===== src/sv/calendar_cron_minute_matcher_defines.svh =====
`ifndef CALENDAR_CRON_MINUTE_MATCHER_DEFINES_SVH
`define CALENDAR_CRON_MINUTE_MATCHER_DEFINES_SVH

// same-cycle implication, reset masks the check
`define CCM_ASSERT_IMP(lbl, clk, rst_n, ante, cons, msg) \
    lbl: assert property (@(posedge clk) disable iff (!rst_n) (ante) |-> (cons)) \
        else $error(msg);

// next-cycle implication
`define CCM_ASSERT_NXT(lbl, clk, rst_n, ante, cons, msg) \
    lbl: assert property (@(posedge clk) disable iff (!rst_n) (ante) |=> (cons)) \
        else $error(msg);

`endif


===== src/sv/ccm_pkg.sv =====
`timescale 1ns / 1ps
`default_nettype none

package ccm_pkg;

    localparam int YEAR_W   = 14;
    localparam int MONTH_W  = 4;
    localparam int DAY_W    = 5;
    localparam int HOUR_W   = 5;
    localparam int MINUTE_W = 6;
    localparam int WDAY_W   = 3;

    localparam int MIN_MASK_W  = 60;
    localparam int HOUR_MASK_W = 24;
    localparam int DAY_MASK_W  = 31;
    localparam int MON_MASK_W  = 12;
    localparam int WDAY_MASK_W = 7;

    localparam int CFG_IDX_W  = 3;
    localparam int CFG_DATA_W = MIN_MASK_W;

    localparam logic [YEAR_W-1:0]   YEAR_MAX   = 14'd9999;
    localparam logic [MONTH_W-1:0]  MONTH_MAX  = 4'd12;
    localparam logic [HOUR_W-1:0]   HOUR_MAX   = 5'd23;
    localparam logic [MINUTE_W-1:0] MINUTE_MAX = 6'd59;
    localparam logic [DAY_W-1:0]    DAY_MAX    = 5'd31;

    localparam logic [YEAR_W-1:0]   RST_YEAR   = 14'd1970;
    localparam logic [MONTH_W-1:0]  RST_MONTH  = 4'd1;
    localparam logic [DAY_W-1:0]    RST_DAY    = 5'd1;
    localparam logic [HOUR_W-1:0]   RST_HOUR   = 5'd0;
    localparam logic [MINUTE_W-1:0] RST_MINUTE = 6'd0;

    // 2^19 / 100, rounded up; exact quotient for any 14-bit year
    localparam logic [12:0] RECIP_100 = 13'd5243;
    localparam int          RECIP_SH  = 19;

    typedef enum logic [CFG_IDX_W-1:0] {
        CFG_MINUTE  = 3'd0,
        CFG_HOUR    = 3'd1,
        CFG_DAY     = 3'd2,
        CFG_MONTH   = 3'd3,
        CFG_WEEKDAY = 3'd4
    } t_cfg_idx;

    typedef enum logic {
        KIND_LOAD = 1'b0,
        KIND_TICK = 1'b1
    } t_kind;

    typedef struct packed {
        logic [YEAR_W-1:0]  year;
        logic [MONTH_W-1:0] month;
        logic [DAY_W-1:0]   day;
    } t_date;

    function automatic logic f_is_leap(input logic [YEAR_W-1:0] y);
        logic [26:0] p;
        logic        div100;
        begin
            p = 27'(y) * 27'(RECIP_100);
            // fraction below one step of the reciprocal means remainder zero
            div100 = (p[RECIP_SH-1:0] < 19'(RECIP_100));
            return (y[1:0] == 2'd0) && (!div100 || (p[RECIP_SH+1:RECIP_SH] == 2'd0));
        end
    endfunction

    function automatic logic [DAY_W-1:0] f_days_in(input logic [YEAR_W-1:0] y,
                                                   input logic [MONTH_W-1:0] m);
        logic [DAY_W-1:0] d;
        begin
            if (m == 4'd2) begin
                d = f_is_leap(y) ? 5'd29 : 5'd28;
            end else if (m inside {4'd4, 4'd6, 4'd9, 4'd11}) begin
                d = 5'd30;
            end else begin
                d = DAY_MAX;
            end
            return d;
        end
    endfunction

    // month term of the congruence plus the Sunday rebase, mod 7
    function automatic logic [WDAY_W-1:0] f_month_offset(input logic [MONTH_W-1:0] m);
        logic [WDAY_W-1:0] o;
        begin
            case (m)
                4'd1:    o = 3'd0;
                4'd2:    o = 3'd3;
                4'd3:    o = 3'd2;
                4'd4:    o = 3'd5;
                4'd5:    o = 3'd0;
                4'd6:    o = 3'd3;
                4'd7:    o = 3'd5;
                4'd8:    o = 3'd1;
                4'd9:    o = 3'd4;
                4'd10:   o = 3'd6;
                4'd11:   o = 3'd2;
                4'd12:   o = 3'd4;
                default: o = 3'd0;
            endcase
            return o;
        end
    endfunction

endpackage

`default_nettype wire


===== src/sv/ccm_cfg_if.sv =====
`timescale 1ns / 1ps
`default_nettype none

interface ccm_cfg_if;
    logic                           valid;
    logic                           ready;
    logic [ccm_pkg::CFG_IDX_W-1:0]  index;
    logic [ccm_pkg::CFG_DATA_W-1:0] data;

    modport source (output valid, output index, output data, input ready);
    modport sink   (input valid, input index, input data, output ready);
endinterface

`default_nettype wire


===== src/sv/ccm_in_if.sv =====
`timescale 1ns / 1ps
`default_nettype none

interface ccm_in_if;
    logic                         valid;
    logic                         ready;
    logic                         kind;
    logic [ccm_pkg::YEAR_W-1:0]   year;
    logic [ccm_pkg::MONTH_W-1:0]  month;
    logic [ccm_pkg::DAY_W-1:0]    day;
    logic [ccm_pkg::HOUR_W-1:0]   hour;
    logic [ccm_pkg::MINUTE_W-1:0] minute;

    modport source (output valid, output kind, output year, output month, output day,
                    output hour, output minute, input ready);
    modport sink   (input valid, input kind, input year, input month, input day,
                    input hour, input minute, output ready);
endinterface

`default_nettype wire


===== src/sv/ccm_out_if.sv =====
`timescale 1ns / 1ps
`default_nettype none

interface ccm_out_if;
    logic                         valid;
    logic                         ready;
    logic                         matched;
    logic [ccm_pkg::YEAR_W-1:0]   out_year;
    logic [ccm_pkg::MONTH_W-1:0]  out_month;
    logic [ccm_pkg::DAY_W-1:0]    out_day;
    logic [ccm_pkg::HOUR_W-1:0]   out_hour;
    logic [ccm_pkg::MINUTE_W-1:0] out_minute;
    logic [ccm_pkg::WDAY_W-1:0]   out_weekday;

    modport source (output valid, output matched, output out_year, output out_month,
                    output out_day, output out_hour, output out_minute,
                    output out_weekday, input ready);
    modport sink   (input valid, input matched, input out_year, input out_month,
                    input out_day, input out_hour, input out_minute,
                    input out_weekday, output ready);
endinterface

`default_nettype wire


===== src/sv/ccm_weekday.sv =====
`timescale 1ns / 1ps
`default_nettype none

// Gregorian weekday, 0 is Sunday; date must be in range
module ccm_weekday (
    input  ccm_pkg::t_date              i_date,
    output logic [ccm_pkg::WDAY_W-1:0]  o_weekday
);
    import ccm_pkg::*;

    logic [YEAR_W-1:0] ya;
    logic [26:0]       prod;
    logic [7:0]        cent;
    logic [14:0]       sum;
    logic [5:0]        fold1;
    logic [3:0]        fold2;

    // Jan and Feb count as months of the previous year
    assign ya   = (i_date.month < 4'd3) ? (i_date.year - 14'd1) : i_date.year;
    assign prod = 27'(ya) * 27'(RECIP_100);
    assign cent = prod[26:RECIP_SH];

    // y + y/4 - y/100 + y/400 + day + month term
    assign sum = 15'(ya) + 15'(ya >> 2) - 15'(cent) + 15'(cent >> 2)
               + 15'(i_date.day) + 15'(f_month_offset(i_date.month));

    // 8 = 1 mod 7: add octal digits
    assign fold1 = 6'(sum[2:0]) + 6'(sum[5:3]) + 6'(sum[8:6]) + 6'(sum[11:9])
                 + 6'(sum[14:12]);
    assign fold2 = 4'(fold1[2:0]) + 4'(fold1[5:3]);
    assign o_weekday = (fold2 >= 4'd7) ? 3'(fold2 - 4'd7) : fold2[2:0];

endmodule

`default_nettype wire


===== src/sv/calendar_cron_minute_matcher.sv =====
// channel  dir  handshake        word
// i_cfg    in   valid / ready    index, data (mask write)
// i_in     in   valid / ready    kind, year, month, day, hour, minute
// o_out    out  valid / ready    matched, out_year .. out_minute, out_weekday
//
// One item per cycle sustained while o_out is ready. An item is held in the
// input register, then its result is computed and loaded into the output
// register together with the calendar update. Input and output registers
// decouple the sides: one item is taken while a result waits. i_cfg is
// always ready. Synchronous active-low reset sets 1970-01-01 00:00 and all
// masks to all ones.
`timescale 1ns / 1ps
`default_nettype none

module calendar_cron_minute_matcher (
    input  logic      i_clk,
    input  logic      i_rst_n,
    ccm_cfg_if.sink   i_cfg,
    ccm_in_if.sink    i_in,
    ccm_out_if.source o_out
);
    import ccm_pkg::*;

`include "calendar_cron_minute_matcher_defines.svh"

    logic [MIN_MASK_W-1:0]  r_minute_mask;
    logic [HOUR_MASK_W-1:0] r_hour_mask;
    logic [DAY_MASK_W-1:0]  r_day_mask;
    logic [MON_MASK_W-1:0]  r_month_mask;
    logic [WDAY_MASK_W-1:0] r_weekday_mask;

    logic [YEAR_W-1:0]   r_cur_year,   n_cur_year;
    logic [MONTH_W-1:0]  r_cur_month,  n_cur_month;
    logic [DAY_W-1:0]    r_cur_day,    n_cur_day;
    logic [HOUR_W-1:0]   r_cur_hour,   n_cur_hour;
    logic [MINUTE_W-1:0] r_cur_minute, n_cur_minute;

    logic                r_a_valid;
    logic                r_a_kind;
    logic [YEAR_W-1:0]   r_a_year;
    logic [MONTH_W-1:0]  r_a_month;
    logic [DAY_W-1:0]    r_a_day;
    logic [HOUR_W-1:0]   r_a_hour;
    logic [MINUTE_W-1:0] r_a_minute;

    logic                r_b_valid;
    logic                r_b_matched;
    logic [YEAR_W-1:0]   r_b_year;
    logic [MONTH_W-1:0]  r_b_month;
    logic [DAY_W-1:0]    r_b_day;
    logic [HOUR_W-1:0]   r_b_hour;
    logic [MINUTE_W-1:0] r_b_minute;
    logic [WDAY_W-1:0]   r_b_wday;

    logic                in_acc;
    logic                a_move;
    logic                is_tick;

    logic [YEAR_W-1:0]   ld_year;
    logic [MONTH_W-1:0]  ld_month;
    logic [DAY_W-1:0]    ld_dim;
    logic [DAY_W-1:0]    ld_day;
    logic [HOUR_W-1:0]   ld_hour;
    logic [MINUTE_W-1:0] ld_minute;

    logic [DAY_W-1:0]    cur_dim;
    logic                at_end;
    logic [YEAR_W-1:0]   tk_year;
    logic [MONTH_W-1:0]  tk_month;
    logic [DAY_W-1:0]    tk_day;
    logic [HOUR_W-1:0]   tk_hour;
    logic [MINUTE_W-1:0] tk_minute;

    t_date               sel_date;
    logic [HOUR_W-1:0]   sel_hour;
    logic [MINUTE_W-1:0] sel_minute;
    logic [WDAY_W-1:0]   sel_wday;
    logic [DAY_W-1:0]    day_idx;
    logic [MONTH_W-1:0]  mon_idx;
    logic                hit;

    // handshakes
    assign i_cfg.ready = 1'b1;
    assign a_move      = r_a_valid && (!r_b_valid || o_out.ready);
    assign i_in.ready  = !r_a_valid || a_move;
    assign in_acc      = i_in.valid && i_in.ready;
    assign is_tick     = (r_a_kind == KIND_TICK);

    // load clamping
    always_comb begin
        if (r_a_year == '0) begin
            ld_year = 14'd1;
        end else if (r_a_year > YEAR_MAX) begin
            ld_year = YEAR_MAX;
        end else begin
            ld_year = r_a_year;
        end
        if (r_a_month == '0) begin
            ld_month = 4'd1;
        end else if (r_a_month > MONTH_MAX) begin
            ld_month = MONTH_MAX;
        end else begin
            ld_month = r_a_month;
        end
        ld_dim = f_days_in(ld_year, ld_month);
        if (r_a_day == '0) begin
            ld_day = 5'd1;
        end else if (r_a_day > ld_dim) begin
            ld_day = ld_dim;
        end else begin
            ld_day = r_a_day;
        end
        ld_hour   = (r_a_hour > HOUR_MAX) ? HOUR_MAX : r_a_hour;
        ld_minute = (r_a_minute > MINUTE_MAX) ? MINUTE_MAX : r_a_minute;
    end

    // one-minute advance, held at the last minute of year 9999
    assign cur_dim = f_days_in(r_cur_year, r_cur_month);
    assign at_end  = (r_cur_year >= YEAR_MAX) && (r_cur_month == MONTH_MAX)
                   && (r_cur_day == DAY_MAX) && (r_cur_hour == HOUR_MAX)
                   && (r_cur_minute == MINUTE_MAX);

    always_comb begin
        tk_year   = r_cur_year;
        tk_month  = r_cur_month;
        tk_day    = r_cur_day;
        tk_hour   = r_cur_hour;
        tk_minute = r_cur_minute;
        if (!at_end) begin
            if (r_cur_minute == MINUTE_MAX) begin
                tk_minute = '0;
                if (r_cur_hour == HOUR_MAX) begin
                    tk_hour = '0;
                    if (r_cur_day == cur_dim) begin
                        tk_day = 5'd1;
                        if (r_cur_month == MONTH_MAX) begin
                            tk_month = 4'd1;
                            tk_year  = r_cur_year + 14'd1;
                        end else begin
                            tk_month = r_cur_month + 4'd1;
                        end
                    end else begin
                        tk_day = r_cur_day + 5'd1;
                    end
                end else begin
                    tk_hour = r_cur_hour + 5'd1;
                end
            end else begin
                tk_minute = r_cur_minute + 6'd1;
            end
        end
    end

    // reported minute: loaded value for a load, current value for a tick
    always_comb begin
        if (is_tick) begin
            sel_date.year  = r_cur_year;
            sel_date.month = r_cur_month;
            sel_date.day   = r_cur_day;
            sel_hour       = r_cur_hour;
            sel_minute     = r_cur_minute;
        end else begin
            sel_date.year  = ld_year;
            sel_date.month = ld_month;
            sel_date.day   = ld_day;
            sel_hour       = ld_hour;
            sel_minute     = ld_minute;
        end
    end

    ccm_weekday u_weekday (
        .i_date    (sel_date),
        .o_weekday (sel_wday)
    );

    assign day_idx = sel_date.day - 5'd1;
    assign mon_idx = sel_date.month - 4'd1;
    assign hit = is_tick && r_minute_mask[sel_minute] && r_hour_mask[sel_hour]
               && r_day_mask[day_idx] && r_month_mask[mon_idx] && r_weekday_mask[sel_wday];

    always_comb begin
        n_cur_year   = r_cur_year;
        n_cur_month  = r_cur_month;
        n_cur_day    = r_cur_day;
        n_cur_hour   = r_cur_hour;
        n_cur_minute = r_cur_minute;
        if (a_move) begin
            if (is_tick) begin
                n_cur_year   = tk_year;
                n_cur_month  = tk_month;
                n_cur_day    = tk_day;
                n_cur_hour   = tk_hour;
                n_cur_minute = tk_minute;
            end else begin
                n_cur_year   = ld_year;
                n_cur_month  = ld_month;
                n_cur_day    = ld_day;
                n_cur_hour   = ld_hour;
                n_cur_minute = ld_minute;
            end
        end
    end

    // mask registers
    always_ff @(posedge i_clk) begin
        if (!i_rst_n) begin
            r_minute_mask  <= '1;
            r_hour_mask    <= '1;
            r_day_mask     <= '1;
            r_month_mask   <= '1;
            r_weekday_mask <= '1;
        end else if (i_cfg.valid && i_cfg.ready) begin
            case (t_cfg_idx'(i_cfg.index))
                CFG_MINUTE:  r_minute_mask  <= i_cfg.data[MIN_MASK_W-1:0];
                CFG_HOUR:    r_hour_mask    <= i_cfg.data[HOUR_MASK_W-1:0];
                CFG_DAY:     r_day_mask     <= i_cfg.data[DAY_MASK_W-1:0];
                CFG_MONTH:   r_month_mask   <= i_cfg.data[MON_MASK_W-1:0];
                CFG_WEEKDAY: r_weekday_mask <= i_cfg.data[WDAY_MASK_W-1:0];
                default: begin
                end
            endcase
        end
    end

    // calendar state
    always_ff @(posedge i_clk) begin
        if (!i_rst_n) begin
            r_cur_year   <= RST_YEAR;
            r_cur_month  <= RST_MONTH;
            r_cur_day    <= RST_DAY;
            r_cur_hour   <= RST_HOUR;
            r_cur_minute <= RST_MINUTE;
        end else begin
            r_cur_year   <= n_cur_year;
            r_cur_month  <= n_cur_month;
            r_cur_day    <= n_cur_day;
            r_cur_hour   <= n_cur_hour;
            r_cur_minute <= n_cur_minute;
        end
    end

    // input register
    always_ff @(posedge i_clk) begin
        if (!i_rst_n) begin
            r_a_valid <= 1'b0;
        end else if (in_acc) begin
            r_a_valid <= 1'b1;
        end else if (a_move) begin
            r_a_valid <= 1'b0;
        end
    end

    always_ff @(posedge i_clk) begin
        if (in_acc) begin
            r_a_kind   <= i_in.kind;
            r_a_year   <= i_in.year;
            r_a_month  <= i_in.month;
            r_a_day    <= i_in.day;
            r_a_hour   <= i_in.hour;
            r_a_minute <= i_in.minute;
        end
    end

    // output register
    always_ff @(posedge i_clk) begin
        if (!i_rst_n) begin
            r_b_valid <= 1'b0;
        end else if (a_move) begin
            r_b_valid <= 1'b1;
        end else if (o_out.ready) begin
            r_b_valid <= 1'b0;
        end
    end

    always_ff @(posedge i_clk) begin
        if (a_move) begin
            r_b_matched <= hit;
            r_b_year    <= sel_date.year;
            r_b_month   <= sel_date.month;
            r_b_day     <= sel_date.day;
            r_b_hour    <= sel_hour;
            r_b_minute  <= sel_minute;
            r_b_wday    <= sel_wday;
        end
    end

    assign o_out.valid       = r_b_valid;
    assign o_out.matched     = r_b_matched;
    assign o_out.out_year    = r_b_year;
    assign o_out.out_month   = r_b_month;
    assign o_out.out_day     = r_b_day;
    assign o_out.out_hour    = r_b_hour;
    assign o_out.out_minute  = r_b_minute;
    assign o_out.out_weekday = r_b_wday;

    `CCM_ASSERT_IMP(a_day_fits, i_clk, i_rst_n, 1'b1,
        (r_cur_day >= 5'd1) && (r_cur_day <= f_days_in(r_cur_year, r_cur_month)),
        "calendar day outside its month")
    `CCM_ASSERT_NXT(a_load_nomatch, i_clk, i_rst_n, a_move && (r_a_kind == KIND_LOAD),
        !r_b_matched, "load word reported a match")
    `CCM_ASSERT_NXT(a_end_hold, i_clk, i_rst_n, a_move && is_tick && at_end,
        $stable(r_cur_year) && $stable(r_cur_month) && $stable(r_cur_day)
        && $stable(r_cur_hour) && $stable(r_cur_minute),
        "calendar moved past its last minute")
    `CCM_ASSERT_IMP(a_out_range, i_clk, i_rst_n, r_b_valid,
        (r_b_month >= 4'd1) && (r_b_month <= MONTH_MAX) && (r_b_day >= 5'd1)
        && (r_b_hour <= HOUR_MAX) && (r_b_minute <= MINUTE_MAX) && (r_b_wday <= 3'd6),
        "result word out of range")

endmodule

`default_nettype wire


===== src/flat_wrapper.sv =====
// flat-port wrapper written by rule: the top's interface ports become plain ports
module calendar_cron_minute_matcher_flat import ccm_pkg::*;
  (i_clk, i_rst_n, i_cfg_valid, i_cfg_index, i_cfg_data, i_cfg_ready, i_in_valid, i_in_kind, i_in_year, i_in_month, i_in_day, i_in_hour, i_in_minute, i_in_ready, o_out_valid, o_out_matched, o_out_out_year, o_out_out_month, o_out_out_day, o_out_out_hour, o_out_out_minute, o_out_out_weekday, o_out_ready);
  ccm_cfg_if i_cfg_i ();
  ccm_in_if i_in_i ();
  ccm_out_if o_out_i ();
  input  logic i_clk;
  input  logic i_rst_n;
  input wire logic [$bits(i_cfg_i.valid)-1:0] i_cfg_valid;
  input wire logic [$bits(i_cfg_i.index)-1:0] i_cfg_index;
  input wire logic [$bits(i_cfg_i.data)-1:0] i_cfg_data;
  output wire logic [$bits(i_cfg_i.ready)-1:0] i_cfg_ready;
  input wire logic [$bits(i_in_i.valid)-1:0] i_in_valid;
  input wire logic [$bits(i_in_i.kind)-1:0] i_in_kind;
  input wire logic [$bits(i_in_i.year)-1:0] i_in_year;
  input wire logic [$bits(i_in_i.month)-1:0] i_in_month;
  input wire logic [$bits(i_in_i.day)-1:0] i_in_day;
  input wire logic [$bits(i_in_i.hour)-1:0] i_in_hour;
  input wire logic [$bits(i_in_i.minute)-1:0] i_in_minute;
  output wire logic [$bits(i_in_i.ready)-1:0] i_in_ready;
  output wire logic [$bits(o_out_i.valid)-1:0] o_out_valid;
  output wire logic [$bits(o_out_i.matched)-1:0] o_out_matched;
  output wire logic [$bits(o_out_i.out_year)-1:0] o_out_out_year;
  output wire logic [$bits(o_out_i.out_month)-1:0] o_out_out_month;
  output wire logic [$bits(o_out_i.out_day)-1:0] o_out_out_day;
  output wire logic [$bits(o_out_i.out_hour)-1:0] o_out_out_hour;
  output wire logic [$bits(o_out_i.out_minute)-1:0] o_out_out_minute;
  output wire logic [$bits(o_out_i.out_weekday)-1:0] o_out_out_weekday;
  input wire logic [$bits(o_out_i.ready)-1:0] o_out_ready;
  assign i_cfg_i.valid = i_cfg_valid;
  assign i_cfg_i.index = i_cfg_index;
  assign i_cfg_i.data = i_cfg_data;
  assign i_cfg_ready = i_cfg_i.ready;
  assign i_in_i.valid = i_in_valid;
  assign i_in_i.kind = i_in_kind;
  assign i_in_i.year = i_in_year;
  assign i_in_i.month = i_in_month;
  assign i_in_i.day = i_in_day;
  assign i_in_i.hour = i_in_hour;
  assign i_in_i.minute = i_in_minute;
  assign i_in_ready = i_in_i.ready;
  assign o_out_valid = o_out_i.valid;
  assign o_out_matched = o_out_i.matched;
  assign o_out_out_year = o_out_i.out_year;
  assign o_out_out_month = o_out_i.out_month;
  assign o_out_out_day = o_out_i.out_day;
  assign o_out_out_hour = o_out_i.out_hour;
  assign o_out_out_minute = o_out_i.out_minute;
  assign o_out_out_weekday = o_out_i.out_weekday;
  assign o_out_i.ready = o_out_ready;
  calendar_cron_minute_matcher u_core (.i_clk(i_clk), .i_rst_n(i_rst_n), .i_cfg(i_cfg_i), .i_in(i_in_i), .o_out(o_out_i));
endmodule

===== config.mk =====
export PLATFORM = sky130hd
export DESIGN_NAME = calendar_cron_minute_matcher_flat
export DESIGN_NICKNAME = d
export VERILOG_FILES = /design/src/sv/ccm_pkg.sv /design/src/sv/ccm_cfg_if.sv /design/src/sv/ccm_in_if.sv /design/src/sv/ccm_out_if.sv /design/src/sv/ccm_weekday.sv /design/src/sv/calendar_cron_minute_matcher.sv /design/src/flat_wrapper.sv
export VERILOG_INCLUDE_DIRS = /design/src /design/src/sv
export SDC_FILE = /design/constraint.sdc
export NUM_CORES = 1
export LEC_CHECK = 0
export ABC_AREA = 1
export BUFFER_PORTS_ARGS = -buffer_cell sky130_fd_sc_hd__buf_2
export CORE_ASPECT_RATIO = 2
export CORE_UTILIZATION = 40
export CTS_CLUSTER_SIZE = 8
export DETAILED_ROUTE_END_ITERATION = 6
export REMOVE_ABC_BUFFERS = 1
export SLEW_MARGIN = 20
export SYNTH_ARGS = -nofsm -noshare
export SYNTH_HDL_FRONTEND = slang
export SYNTH_SLANG_ARGS = --single-unit

===== constraint.sdc =====
create_clock -name i_clk -period 17.5 [get_ports i_clk]
set_input_delay 1.75 -clock i_clk [delete_from_list [all_inputs] [get_ports i_clk]]
set_output_delay 1.75 -clock i_clk [all_outputs]
set_load 0.02 [all_outputs]

# Yosys cells after proc, flatten, opt, wreduce, memory -nomap -nowiden
# Memories as Yosys holds them, arrays and structs flattened.
# Cells that the tools add are included.
# totals
romBits	48
ram_bits	0
latchBits	0
mem_count	1
output_inout_bits	41
regBits	243
# mem_list
name	words	word_bits	read_ports	rd_ports_with_merged_regs	write_ports	line_no	source
(no name shown)	16	3	1	0	0	ccm_pkg.sv:87	case (m)
# classes
reduce_logical	43
n_bitwise	0
n_shift	0
eq_ne	24
muxes	57
addsub	19
magnitude_cmp	15
n_mul	3
div	0
# ops
op	count
two-way mux 14 bit	9
two-way mux 5 bit	15
multiplier 14 x 13 -> 21 bit (second input constant)	2
< comparator 19 x 13 -> 1 bit (second input constant)	2
two-way mux 4 bit	8
two-way mux 6 bit	5
multiplier 14 x 13 -> 27 bit (second input constant)	1
two-way mux 23 bit	1
== test 4 bit (second input constant)	5
== test 4 x 3 -> 1 bit (second input constant)	4
adder 14 x 12 -> 15 bit	1
adder 15 x 3 -> 15 bit	1
adder 15 x 5 -> 15 bit	1
adder 15 x 6 -> 15 bit	1
subtractor 15 x 8 -> 15 bit	1
adder 14 x 1 -> 14 bit (second input constant)	1
greater-or-equal comparator 14 bit (second input constant)	1
> comparator 14 bit (second input constant)	1
logical NOT 14 bit	1
subtractor 14 x 1 -> 14 bit (second input constant)	1
logical AND 1 bit	13
two-way mux 1 bit	13
< comparator 5 x 6 -> 1 bit (second input constant)	2
AND reduction 2 bit	6
44 further kinds	65

# Logic depth before layout (Yosys ltp)
# depth
word_depth	31
ltp_mapped	87
ltp_nobuf	86

# Hierarchy
# Synthesis repeated with hierarchy kept, for this count alone.
# hier_totals
cells_unflattened	3156
area_unflattened_um2	24566.1
# modules_own_cells
mod	cells_each	seq_area_each_um2	instances	area_each_um2
calendar_cron_minute_matcher	2318	5595.4	1	18153.7
ccm_weekday	838	0.0	1	6412.4

# Worst setup path after synthesis
# No wires, ideal clock.
# synth_timing
path_type	reg-to-reg
startpoint	register u_core.r_a_kind (netlist: u_core.is_tick)
endpoint	register u_core.r_b_matched (netlist: u_core.o_out.matched) (data pin)
path_buffers	1
setup_slack_ns	2.775
required_ns	17.354
t_arrival_ns	14.579
period_less_slack_ns	14.725
stages_incl_launch_ff	65
cell_sequence	edfxtp_1 > buf_2 > a21oi_1 > o31ai_1 > o21ai_1 > inv_1 > ha_1 > nor3_1 > inv_1 > nor3_1 > inv_1 > nor2_1 > nand4_1 > nor3_2 > xor2_1 > inv_1 > ha_1 > fa_1 > [29 not listed] > fa_1 > fa_1 > inv_1 > ha_1 > fa_1 > xor2_1 > ha_1 > fa_1 > ha_1 > inv_1 > o21ai_0 > xor2_1 > o21ai_0 > o211ai_1 > nand4_1 > a211oi_1 > nand3_1 > a21oi_1
# synth_lines
element	line_no	source
start: declaration	calendar_cron_minute_matcher.sv:39	logic r_a_kind;
start signal: assignment	calendar_cron_minute_matcher.sv:255	r_a_kind <= i_in.kind;
end signal: assignment	calendar_cron_minute_matcher.sv:277	r_b_matched <= hit;
end: declaration	calendar_cron_minute_matcher.sv:47	logic r_b_matched;

==> insert_results.sql <==
INSERT INTO impl_metrics (metric_group, metric, value, unit) VALUES
('status', 'run_status', 'finished, final reports clean', ''),
('yosys', 'synth_top_family_by_area', 'adder cells', ''),
('grt', 'total_routing_usage_gr', '23.1', '%'),
('finish', 'fillCellCount', '6002', ''),
('setup_path', 'crit-reg2reg-launch', 'u_core.is_tick', ''),
('sta', 'final_layout_worst_hold_slack', '0.447', 'ns'),
('yosys', 'compound_gate_portion_of_the_synthesized_area', '6.92', '%'),
('cts', 'num_cts_buffers', '37', ''),
('setup_path', 'critPathArrivalTime', '16.45', 'ns'),
('place', 'io_buffers', '142', ''),
('sta', 'max_slew_violation_count', '0', ''),
('setup_path', 'worstPathRequired', '17.90', 'ns'),
('cts', 'tritoncts', 'built', ''),
('cts', 'ctsHtreeMaxLevel', '2', ''),
('finish', 'final_common_cell', 'nand2_1', ''),
('hold_path', 'timing.hold.worst_path_depth', '2', ''),
('sta', 'tightestPinTransition', '1.07', 'ns'),
('sta', 'finalHoldViolCount', '0', ''),
('yosys', 'yosys.area_share.xor_xnor', '2.69', '%'),
('floorplanning', 'die_area', '0.0604', 'mm2'),
('setup_path', 'r2r.worst_path.cells', '66', ''),
('detailed_routing', 'routed_wire_length_per_instance', '17.5', 'um'),
('yosys', 'synth_warnings', '0', ''),
('floorplanning', 'core_area', '0.0588', 'mm2'),
('floorplanning', 'die_w', '174', 'um'),
('setup_path', 'highest_fanout_seen_on_the_critical_path', '43', ''),
('finish', 'syn_to_final_growth', '11.3', '%'),
('yosys', 'asyncSetResetFlopFracSynth', '0', '%'),
('finish', 'drive_gt1_share', '8.08', '%'),
('yosys', 'post_synth.cell_area_avg', '8.05', 'um2'),
('floorplanning', 'die_height', '347', 'um'),
('sta', 'rsz_0062_raised_after_global_routing', 'no', ''),
('yosys', 'synth_simple_gate_area_share', '20.1', '%'),
('hold_path', 'hold_class', 'flip-flop to flip-flop', ''),
('detailed_routing', 'route.final.wire_length', '68000', 'um'),
('setup_path', 'max_stage_delay', '0.55', 'ns'),
('sta', 'slew_headroom', '27.8', '%'),
('detailed_routing', 'antenna_violating_nets_post_route', '0', ''),
('floorplanning', 'boundaryPins', '144', ''),
('grt', 'globalRoute.totalOverflow', '0', ''),
('cts', 'clk_path_buf_depth', '3', ''),
('yosys', 'syn-cell-area', '0.0238', 'mm2'),
('yosys', 'prevailing_post_synth_register_cell', 'dfxtp_1', ''),
('cts', 'clk_latency', '0.55', 'ns'),
('place', 'routabilityCongestion', '0.961', ''),
('setup_path', 'reg2reg_setup_slack', '1.45', 'ns'),
('cts', 'clk_pin_slew', '0.06', 'ns'),
('detailed_routing', 'first_iteration_detailed_routing_drc_count', '1008', ''),
('setup_path', 'timing.rr.end', 'u_core.o_out.matched', ''),
('finish', 'layout.core_utilization', '45.0', '%'),
('grt', 'grt_pass1_wl', '108000', 'um'),
('grt', 'number_of_global_route_vias_before_repair', '20500', ''),
('setup_path', 'timing.critical_path.max_delay_family', 'adder cells', ''),
('detailed_routing', 'dr_pass1_iterations', '6', ''),
('detailed_routing', 'remaining_drc_errors', '0', ''),
('setup_path', 'critical_path.n_buffers_inverters', '13', ''),
('yosys', 'postSynthRegisterBits', '243', ''),
('yosys', 'synth.lib_cells_used.distinct', '53', ''),
('finish', 'final-instance-count-excl-fill', '3875', ''),
('setup_path', 'timing.setup.critical_path_class', 'flip-flop to flip-flop', ''),
('grt', 'grt_start_max_net_pins', '72', ''),
('yosys', 'yosys-mux-area-fraction', '0', '%'),
('finish', 'finish.net_count', '3733', ''),
('flow_run', 'drv.max_cap_violation_count', '0', ''),
('cts', 'clock_sink_count', '243', ''),
('sta', 'final_min_period_over_clock_period', '91.7', '%'),
('finish', 'leading_cell_types_in_the_layout_fill_and_taps_excluded', 'nand2_1 (610), inv_1 (607), ha_1 (332)', ''),
('setup_path', 'start_kind', 'flip-flop', ''),
('sta', 'finalClockSkew', '0.0306', 'ns'),
('yosys', 'post_synth_fa_ha_maj_area_fraction', '35.6', '%'),
('setup_path', 'crit_path_top_delay_cell', 'fa_1', '');
layout make-up:
| type | count | area [um2] | area share [%] |
|---|---|---|---|
| multi-input combinational | 2021 | 15600 | 58.9 |
| sequential | 243 | 5600 | 21.2 |
| inverter | 614 | 2300 | 8.71 |
| clock buffer | 58 | 1050 | 3.95 |
| tap | 768 | 961 | 3.63 |
| timing repair buffer | 166 | 893 | 3.38 |
| clock inverter | 3 | 68.8 | 0.260 |
| antenna | 2 | 5.00 | 0.0189 |
worst register-to-register path: cells and delay by family, from the launching register on:
kind	cells	cell delay (ns)
and+or+nand+nor	10	1.87
buffers and inverters	13	1.36
DFF	1	0.41
adders and majority gates	19	7.83
AOI/OAI and AO/OA	19	3.30
xor gates and xnor gates	5	1.16
registers in the layout (all words and copies together), names as in the netlist, 6 cells and up:
register / flops
u_core.r_minute_mask: 60
u_core.r_day_mask: 31
u_core.r_hour_mask: 24
u_core.o_out.out_year: 14
u_core.r_a_year: 14
u_core.r_cur_year: 14
u_core.r_month_mask: 12
u_core.r_weekday_mask: 7
u_core.o_out.out_minute: 6
u_core.r_a_minute: 6
u_core.r_cur_minute: 6
stage by stage:
stage	setup WS (ns)	cell area [um2]
6_report	1.45	26500
5_1_grt	0.0415	26400
4_1_cts	0.570	26400
3_5_place_dp	0.581	25300
3_3_place_gp	0.968	25300
2_1_floorplan	1.13	23400
cell families after synthesis:
group / after synthesis
DFF: 243
AOI/OAI and AO/OA: 287
and+or+nand+nor: 1113
other: 1
adders and majority gates: 547
xor gates and xnor gates: 73
buffers and inverters: 689
per-layer routing:
| metal | track usage, % | share of wire, % | vias up |
|---|---|---|---|
| met5 | 0 | 0.049 | - |
| met4 | 13.8 | 6.4 | 6 |
| met3 | 2.69 | 3.6 | 187 |
| met2 | 47.0 | 57 | 478 |
| met1 | 21.3 | 33 | 9420 |
| li1 | - | - | 9606 |
Yosys cell counts, types with 2 or more instances:
cell | number | share of area, %
nand2_2 | 7 | 0.18
o22ai_1 | 13 | 0.34
a21oi_1 | 106 | 2.2
xnor2_1 | 27 | 1.0
ha_1 | 332 | 17
fa_1 | 215 | 18
xor2_1 | 46 | 1.7
buf_1 | 2 | 0.032
nand3b_1 | 9 | 0.28
nand2_1 | 611 | 9.7
a31oi_1 | 13 | 0.34
o21ai_0 | 91 | 1.9
clkbuf_1 | 60 | 0.95
o311ai_0 | 3 | 0.11
or2_2 | 6 | 0.16
a32o_1 | 7 | 0.29
o21a_1 | 4 | 0.13
nand3_2 | 4 | 0.17
a21boi_0 | 2 | 0.063
o211ai_1 | 9 | 0.28
buf_6 | 4 | 0.19
nand4_1 | 28 | 0.74
dfxtp_1 | 170 | 14
nor2_2 | 5 | 0.13
nor3_1 | 12 | 0.25
a21oi_2 | 4 | 0.15
o21ai_1 | 7 | 0.15
inv_1 | 608 | 9.6
nand3_1 | 276 | 5.8
o21bai_1 | 9 | 0.28
o31ai_1 | 2 | 0.063
edfxtp_1 | 73 | 9.2
a21o_1 | 6 | 0.19
a211oi_1 | 5 | 0.16
nand2_4 | 2 | 0.095
clkinv_1 | 3 | 0.047
inv_2 | 3 | 0.047
buf_2 | 7 | 0.15
nor4_1 | 5 | 0.13
o221ai_1 | 2 | 0.074
and2_1 | 2 | 0.053
nor2_1 | 142 | 2.2
worst max-delay path by stage:
stage	startpoint	end	slack, ns	depth (start not counted)
after floorplan	u_core.is_tick	u_core.o_out.matched	1.13	62
after global placement	u_core.is_tick	u_core.o_out.matched	0.97	64
after detailed placement	u_core.is_tick	u_core.o_out.matched	0.58	64
after CTS	u_core.is_tick	u_core.o_out.matched	0.57	64
after global routing	u_core.is_tick	u_core.o_out.matched	0.04	72
final	u_core.is_tick	u_core.o_out.matched	1.45	66
repair_timing:
item,4_1_cts,5_1_grt
resized for setup,0,7
setup endpoints to repair,0,1
hold buffers,0,0
buffers inserted,0,1
Power is left out: the tool's default activity adds up to more than one toggle a clock period on the data nets, which glitch-free logic cannot reach.
